===== config.mk =====
export PLATFORM = sky130hd
export DESIGN_NAME = unique_value_fifo
export DESIGN_NICKNAME = d
export VERILOG_FILES = /design/src/design/ufifo_pkg.sv /design/src/design/unique_value_fifo.sv /design/src/design/ufifo_store.sv /design/src/design/ufifo_ctrl.sv
export SDC_FILE = /design/constraint.sdc
export NUM_CORES = 1
export LEC_CHECK = 0
export BUFFER_PORTS_ARGS = -buffer_cell sky130_fd_sc_hd__buf_2
export CORE_MARGIN = 1.5
export CORE_UTILIZATION = 43
export CTS_CLUSTER_SIZE = 30
export DETAILED_ROUTE_END_ITERATION = 6
export PLACE_DENSITY = 0.67
export SYNTH_ARGS = -nofsm -noshare
export SYNTH_HDL_FRONTEND = slang
export SYNTH_SLANG_ARGS = --single-unit

===== constraint.sdc =====
create_clock -name clk -period 5.4 [get_ports clk]
set_input_delay 1.08 -clock clk [delete_from_list [all_inputs] [get_ports clk]]
set_output_delay 1.08 -clock clk [all_outputs]
set_load 0.03 [all_outputs]

===== src/design/ufifo_pkg.sv =====
`timescale 1ns / 1ps
// ----------------------------------------------------------------------------
// ufifo_pkg: shared definitions of the unique value queue
// Sizes, operation and status codes, the memory request bundle, the result
// bundle and the ring index step.
// ----------------------------------------------------------------------------
package ufifo_pkg;

    localparam int DEPTH = 16;
    localparam int PTR_W = (DEPTH > 1) ? $clog2(DEPTH) : 1;
    localparam int CNT_W = $clog2(DEPTH + 1);
    localparam int DATA_W = 32;
    localparam int FUNC_W = 2;
    localparam int STATUS_W = 3;
    localparam int OCC_W = 5;

    localparam logic [FUNC_W-1:0] FUNC_ENQ = 2'd0;
    localparam logic [FUNC_W-1:0] FUNC_DEQ = 2'd1;

    localparam logic [STATUS_W-1:0] ST_ENQUEUED = 3'd0;
    localparam logic [STATUS_W-1:0] ST_DUPLICATE = 3'd1;
    localparam logic [STATUS_W-1:0] ST_FULL = 3'd2;
    localparam logic [STATUS_W-1:0] ST_DEQUEUED = 3'd3;
    localparam logic [STATUS_W-1:0] ST_EMPTY = 3'd4;
    localparam logic [STATUS_W-1:0] ST_FOUND = 3'd5;
    localparam logic [STATUS_W-1:0] ST_ABSENT = 3'd6;

    typedef struct packed {
        logic              wr_en;
        logic [PTR_W-1:0]  wr_addr;
        logic [DATA_W-1:0] wr_data;
        logic              rd_en;
        logic [PTR_W-1:0]  rd_addr;
    } mem_req_t;

    typedef struct packed {
        logic                valid;
        logic [STATUS_W-1:0] status;
        logic [DATA_W-1:0]   data;
        logic [OCC_W-1:0]    occ;
    } result_t;

    function automatic logic [PTR_W-1:0] ring_next(input logic [PTR_W-1:0] idx);
        if (idx == PTR_W'(DEPTH - 1))
        begin
            return '0;
        end
        else
        begin
            return idx + 1'b1;
        end
    endfunction

endpackage


===== src/design/unique_value_fifo.sv =====
`timescale 1ns / 1ps
// ----------------------------------------------------------------------------
// unique_value_fifo: first-in first-out queue that refuses duplicates
// Enqueue, dequeue and contains operations on a ring of signed 32-bit values,
// with a registered result port.
// ----------------------------------------------------------------------------
// The block takes one transaction at a time. An enqueue or a contains query
// scans the queued values through the single read port of the slot memory,
// one slot per cycle, and stops early on a match. The result lands in an
// output register, and the next input transaction is taken while that
// result still waits. The slot memory needs no clearing after reset, since
// only occupied slots are read.
module unique_value_fifo (
    input  logic                                  clk,
    input  logic                                  rst_n,
    input  logic                                  in_valid,
    output logic                                  in_stall,
    input  logic [ufifo_pkg::FUNC_W-1:0]          func,
    input  logic signed [ufifo_pkg::DATA_W-1:0]   value,
    output logic                                  out_valid,
    input  logic                                  out_stall,
    output logic [ufifo_pkg::STATUS_W-1:0]        status,
    output logic signed [ufifo_pkg::DATA_W-1:0]   data_out,
    output logic [ufifo_pkg::OCC_W-1:0]           occupancy
);

    ufifo_pkg::mem_req_t             req;
    ufifo_pkg::result_t              res;
    logic [ufifo_pkg::DATA_W-1:0]    rd_data;
    logic                            out_free;
    logic                            out_valid_reg;
    logic [ufifo_pkg::STATUS_W-1:0]  status_reg;
    logic [ufifo_pkg::DATA_W-1:0]    data_reg;
    logic [ufifo_pkg::OCC_W-1:0]     occ_reg;

    assign out_free = !out_valid_reg || !out_stall;

    ufifo_ctrl u_ctrl (
        .clk      (clk),
        .rst_n    (rst_n),
        .in_valid (in_valid),
        .in_stall (in_stall),
        .func     (func),
        .key      (value),
        .out_free (out_free),
        .req      (req),
        .rd_data  (rd_data),
        .res      (res)
    );

    ufifo_store u_store (
        .clk     (clk),
        .req     (req),
        .rd_data (rd_data)
    );

    always_ff @(posedge clk or negedge rst_n)
    begin
        if (!rst_n)
        begin
            out_valid_reg <= 1'b0;
        end
        else if (out_free)
        begin
            out_valid_reg <= res.valid;
        end
    end

    always_ff @(posedge clk)
    begin
        if (out_free && res.valid)
        begin
            status_reg <= res.status;
            data_reg <= res.data;
            occ_reg <= res.occ;
        end
    end

    assign out_valid = out_valid_reg;
    assign status = status_reg;
    assign data_out = data_reg;
    assign occupancy = occ_reg;

endmodule


===== src/design/ufifo_store.sv =====
`timescale 1ns / 1ps
// ----------------------------------------------------------------------------
// ufifo_store: slot memory of the queue
// One write port and one read port; read data is registered.
// ----------------------------------------------------------------------------
module ufifo_store (
    input  logic                           clk,
    input  ufifo_pkg::mem_req_t            req,
    output logic [ufifo_pkg::DATA_W-1:0]   rd_data
);

    logic [ufifo_pkg::DATA_W-1:0] mem [ufifo_pkg::DEPTH];

    always_ff @(posedge clk)
    begin
        if (req.wr_en)
        begin
            mem[req.wr_addr] <= req.wr_data;
        end
    end

    always_ff @(posedge clk)
    begin
        if (req.rd_en)
        begin
            rd_data <= mem[req.rd_addr];
        end
    end

endmodule


===== src/design/ufifo_ctrl.sv =====
`timescale 1ns / 1ps
// ----------------------------------------------------------------------------
// ufifo_ctrl: sequencer of the unique value queue
// Holds head, tail and fill count, scans the occupied slots one per cycle
// and commits the result of each operation.
// ----------------------------------------------------------------------------
module ufifo_ctrl (
    input  logic                           clk,
    input  logic                           rst_n,
    input  logic                           in_valid,
    output logic                           in_stall,
    input  logic [ufifo_pkg::FUNC_W-1:0]   func,
    input  logic [ufifo_pkg::DATA_W-1:0]   key,
    input  logic                           out_free,
    output ufifo_pkg::mem_req_t            req,
    input  logic [ufifo_pkg::DATA_W-1:0]   rd_data,
    output ufifo_pkg::result_t             res
);

    typedef enum logic [1:0] {
        S_IDLE,
        S_SCAN,
        S_DEQ
    } state_t;

    state_t                        state_reg;
    logic [ufifo_pkg::PTR_W-1:0]   head_reg;
    logic [ufifo_pkg::PTR_W-1:0]   tail_reg;
    logic [ufifo_pkg::CNT_W-1:0]   fill_reg;
    logic [ufifo_pkg::PTR_W-1:0]   rd_idx_reg;
    logic [ufifo_pkg::CNT_W-1:0]   issue_cnt_reg;
    logic                          pend_reg;
    logic                          enq_reg;
    logic                          empty_reg;
    logic [ufifo_pkg::DATA_W-1:0]  key_reg;

    logic                          accept;
    logic                          hit;
    logic                          scan_end;
    logic                          full;
    logic                          do_write;
    logic [ufifo_pkg::CNT_W-1:0]   fill_next;

    always_comb
    begin
        accept = in_valid && (state_reg == S_IDLE);
        hit = pend_reg && (rd_data == key_reg);
        scan_end = hit || (issue_cnt_reg == fill_reg);
        full = (fill_reg == ufifo_pkg::CNT_W'(ufifo_pkg::DEPTH));
        do_write = (state_reg == S_SCAN) && scan_end && out_free && enq_reg
                   && !hit && !full;
        in_stall = (state_reg != S_IDLE);
    end

    always_comb
    begin
        req = '0;
        req.wr_addr = tail_reg;
        req.wr_data = key_reg;
        req.wr_en = do_write;
        if (accept && (func == ufifo_pkg::FUNC_DEQ) && (fill_reg != '0))
        begin
            req.rd_en = 1'b1;
            req.rd_addr = head_reg;
        end
        else if ((state_reg == S_SCAN) && !scan_end)
        begin
            req.rd_en = 1'b1;
            req.rd_addr = rd_idx_reg;
        end
    end

    always_comb
    begin
        res = '0;
        fill_next = fill_reg;
        unique case (state_reg)
            S_SCAN:
            begin
                res.valid = scan_end;
                if (enq_reg)
                begin
                    if (hit)
                    begin
                        res.status = ufifo_pkg::ST_DUPLICATE;
                    end
                    else if (full)
                    begin
                        res.status = ufifo_pkg::ST_FULL;
                    end
                    else
                    begin
                        res.status = ufifo_pkg::ST_ENQUEUED;
                        fill_next = fill_reg + 1'b1;
                    end
                end
                else
                begin
                    res.status = hit ? ufifo_pkg::ST_FOUND : ufifo_pkg::ST_ABSENT;
                end
            end
            S_DEQ:
            begin
                res.valid = 1'b1;
                if (empty_reg)
                begin
                    res.status = ufifo_pkg::ST_EMPTY;
                    res.data = '1;
                end
                else
                begin
                    res.status = ufifo_pkg::ST_DEQUEUED;
                    res.data = rd_data;
                    fill_next = fill_reg - 1'b1;
                end
            end
            default:
            begin
                res.valid = 1'b0;
            end
        endcase
        res.occ = ufifo_pkg::OCC_W'(fill_next);
    end

    always_ff @(posedge clk or negedge rst_n)
    begin
        if (!rst_n)
        begin
            state_reg <= S_IDLE;
            head_reg <= '0;
            tail_reg <= '0;
            fill_reg <= '0;
            rd_idx_reg <= '0;
            issue_cnt_reg <= '0;
            pend_reg <= 1'b0;
            enq_reg <= 1'b0;
            empty_reg <= 1'b0;
        end
        else
        begin
            unique case (state_reg)
                S_IDLE:
                begin
                    if (accept)
                    begin
                        enq_reg <= (func == ufifo_pkg::FUNC_ENQ);
                        empty_reg <= (fill_reg == '0);
                        rd_idx_reg <= head_reg;
                        issue_cnt_reg <= '0;
                        pend_reg <= 1'b0;
                        state_reg <= (func == ufifo_pkg::FUNC_DEQ) ? S_DEQ : S_SCAN;
                    end
                end
                S_SCAN:
                begin
                    if (!scan_end)
                    begin
                        pend_reg <= 1'b1;
                        rd_idx_reg <= ufifo_pkg::ring_next(rd_idx_reg);
                        issue_cnt_reg <= issue_cnt_reg + 1'b1;
                    end
                    else if (out_free)
                    begin
                        fill_reg <= fill_next;
                        if (do_write)
                        begin
                            tail_reg <= ufifo_pkg::ring_next(tail_reg);
                        end
                        state_reg <= S_IDLE;
                    end
                end
                S_DEQ:
                begin
                    if (out_free)
                    begin
                        fill_reg <= fill_next;
                        if (!empty_reg)
                        begin
                            head_reg <= ufifo_pkg::ring_next(head_reg);
                        end
                        state_reg <= S_IDLE;
                    end
                end
                default:
                begin
                    state_reg <= S_IDLE;
                end
            endcase
        end
    end

    always_ff @(posedge clk)
    begin
        if (accept)
        begin
            key_reg <= key;
        end
    end

endmodule

==> qor.yml <==
status:
  status: "finished, final reports clean"
pwr:
  combPwrFrac: 0.337
  clkPwrFrac: 0.272
  p_int_mw: 11.0
  max-vdd-ir-drop_v: 0.000822
  p_per_area_nw_per_um2: 577
  power.leakage_nw: 10.3
  power_switching_share: 0.366
  power_mw: 17.3
  seq_power_share: 0.392
  switchingPower_mw: 6.34
sta:
  period_share: 0.874
  maxSlewHeadroom: 0.220
  worst_pin_slew_ns: 1.17
  fin_worst_skew_ns: 0.0233
  timing.fmax_mhz: 212
  fin_ws_ns: 0.682
  finalSetupViolCount: 0
  period_minus_slack_ns: 4.72
  final_hold_viol_count: 0
  grt_setup_unrepaired: "no"
  final_max_slew_viol_count: 0
finish:
  multi_input_area_um2: 6370
  fillCellCount: 4947
  largest_reg_flops: 512
  final_util: 0.498
  seq_area_um2: 19200
  nNetsFinal: 1859
  antennaDiodeCount: 0
  drive_gt1_frac: 0.156
  design_area_um2: 30000
  largest-register: "u_store.mem"
  syn_to_final_growth_pct: 14.8
grt:
  met2_usage: 0.346
  grt_max_degree: 160
  grtUsageMet3: 0.0453
  grt.busiest_layer: "met2"
  overflow: 0
  grt_pass1_wl_mm: 102
  grt_pass1_vias: 15700
  track_usage: 0.221
  grt_use_met1: 0.307
  antenna_found_initial: 1
logic_synthesis:
  yosysSeqAreaShare: 0.735
  synth_commonest_cells: "edfxtp_1 (616), nand2_1 (104), mux2i_1 (99), o21ai_0 (85), clkbuf_1 (76)"
  synth_flop_cell: "edfxtp_1"
  yosysTopAreaCell: "edfxtp_1"
  syn-num-nets: 1753
  synth_seq_cells: 644
  ys_types: 64
  synth_top_area_frac: 0.708
  synth.avg_cell_area_um2: 15.3
  synthCells: 1703
  synth.cell_area_um2: 26100
  synth.most_common_cell: "edfxtp_1"
  synth_edf_count: 616
  synth_area_leaders: "edfxtp_1 (71%), mux2i_1 (3.8%), dfrtp_1 (2.7%)"
  synthArstFlopShare: 0.0435
  synth_warnings: 0
setup_path:
  critical_path_arrival_ns: 5.20
  cp_top_family: "compound AO/OA/AOI/OAI gates"
  critPathLaunchType: "register"
  crit_slowest_cell: "buf_12"
  path_cells: "xor2_1 -> or4_1 -> or4_1 -> o311a_1 -> o21ai_4 -> buf_12 -> mux2i_1 -> a211oi_1 -> o21a_1 -> o32a_1"
  cp_max_fo: 159
  crit_type: "register to register"
  cp-end-kind: "register"
  slowest_delay_ns: 0.79
  critical_path.most_common_cell: "or4_1"
  crit_required_ns: 5.88
  crit_buf_inv: 1
clock_network:
  holdBufCountCts: 0
  path_clk_slew_ns: 0.06
  root_buffer: "clkbuf_16"
  cts.sinks: 644
  post-cts-setup-buffer-count: 0
  cts_resized: 0
  cts_buffer_depth: 3
  insertion_delay_ns: 0.62
  h-tree-depth: 3
  cts_inserted_buffers: 68
  cts_tree: "yes"
detailed_routing:
  wirelength_mm: 69.1
  first_iter_violations: 2036
  first_pass_iters: 6
  drcViolationCount: 0
  via_per_inst: 6.01
  num_vias: 15900
  antenna_left: 0
  wl_per_cell_um: 26.2
placed_design:
  post-place-ws_ns: 0.732
  dpl-instance-area_um2: 27800
  numPortBuffers: 79
  place.gp.congestion: 0.864
  dp_hpwl_mm: 40.1
floorplanning:
  die_w_um: 250
  io_pins: 80
  dieArea_um2: 62300
  core-area_um2: 60200
  rows: 90
  die_h_um: 250
  initial_utilization: 0.434
hold_path:
  hp-class: "register to register"
job:
  cap_violations: 0
power by group through the flow:
stage / combinational (mW) / clock, mW / sequential [mW]
after floorplan: 3.77 / 0 / 6.85
after global placement: 5.66 / 0 / 6.86
after detailed placement: 5.78 / 0 / 6.87
after CTS: 5.81 / 4.78 / 6.77
after global routing: 6.23 / 4.98 / 6.82
final: 5.83 / 4.70 / 6.78
final timing paths:
kind | startpoint | end | slack, ns | depth (start not counted)
worst min register to register | u_ctrl.issue_cnt_reg[4] | u_ctrl.issue_cnt_reg[4] | 0.50 | 1
max in group asynchronous | rst_n | u_ctrl.state_reg[1] | 4.45 | 1
worst min-delay path | u_ctrl.issue_cnt_reg[4] | u_ctrl.issue_cnt_reg[4] | 0.50 | 1
worst max-delay path | u_ctrl.key_reg[19] | u_store.rd_data[7] | 0.68 | 10
worst max register to register | u_ctrl.key_reg[19] | u_store.rd_data[7] | 0.68 | 10
min in group asynchronous | rst_n | u_ctrl.fill_reg[2] | 0.51 | 1
layout by cell type (no fill, tap or decap), drive strengths merged, types with 18 or more instances in the layout:
cell type | synthesis | routed
a21oi | 44 | 44
clkinv | 1 | 18
edfxtp | 616 | 616
buf | 31 | 143
nor2 | 47 | 47
clkbuf | 76 | 84
mux2i | 99 | 99
or3 | 34 | 34
nor3 | 33 | 33
a31oi | 35 | 35
o22ai | 38 | 38
o32a | 31 | 31
a211oi | 33 | 33
o21ai | 87 | 87
xor2 | 25 | 25
o21a | 67 | 67
nand2b | 41 | 41
nand2 | 104 | 104
inv | 44 | 50
a221oi | 62 | 62
dfrtp | 28 | 28
through the flow:
step,std cells,hold slack [ns],TNS [ns]
floorplan,1703,0.465,-21.84
global placement,2521,0.490,0
detailed placement,2521,0.497,0
CTS,2640,0.505,0
global route,2640,0.548,0
finish,2640,0.496,0
worst register-to-register path, cell delays in order (launching register included):
cell      delay (ns)
edfxtp_1        0.72
xor2_1          0.25
or4_1           0.54
or4_1           0.48
o311a_1         0.41
o21ai_4         0.19
buf_12          0.79
mux2i_1         0.28
a211oi_1        0.61
o21a_1          0.20
o32a_1          0.13
area by class of cell:
cell class / count / area share
Timing Repair Buffer: 143 / 0.0355
Clock buffer: 84 / 0.0595
Tap cell: 782 / 0.0326
Inverter: 45 / 0.00563
Multi-Input combinational cell: 907 / 0.212
Sequential cell: 644 / 0.640
Clock inverter: 35 / 0.0144
logic make-up after synthesis:
group,after synthesis,share of synthesized area
compound gates,422,0.115
xor+xnor,41,0.0137
fa+ha+maj,12,0.00575
buf+inv,152,0.0272
flops,644,0.735
mux,104,0.0401
simple gates,328,0.0637
routing by layer:
layer	vias to the layer above	part of all wire
li1	6878	-
met3	127	0.085
met1	8056	0.42
met2	797	0.46
met4	0	0.032
met5	-	0
(Power assumes the default switching activity.)
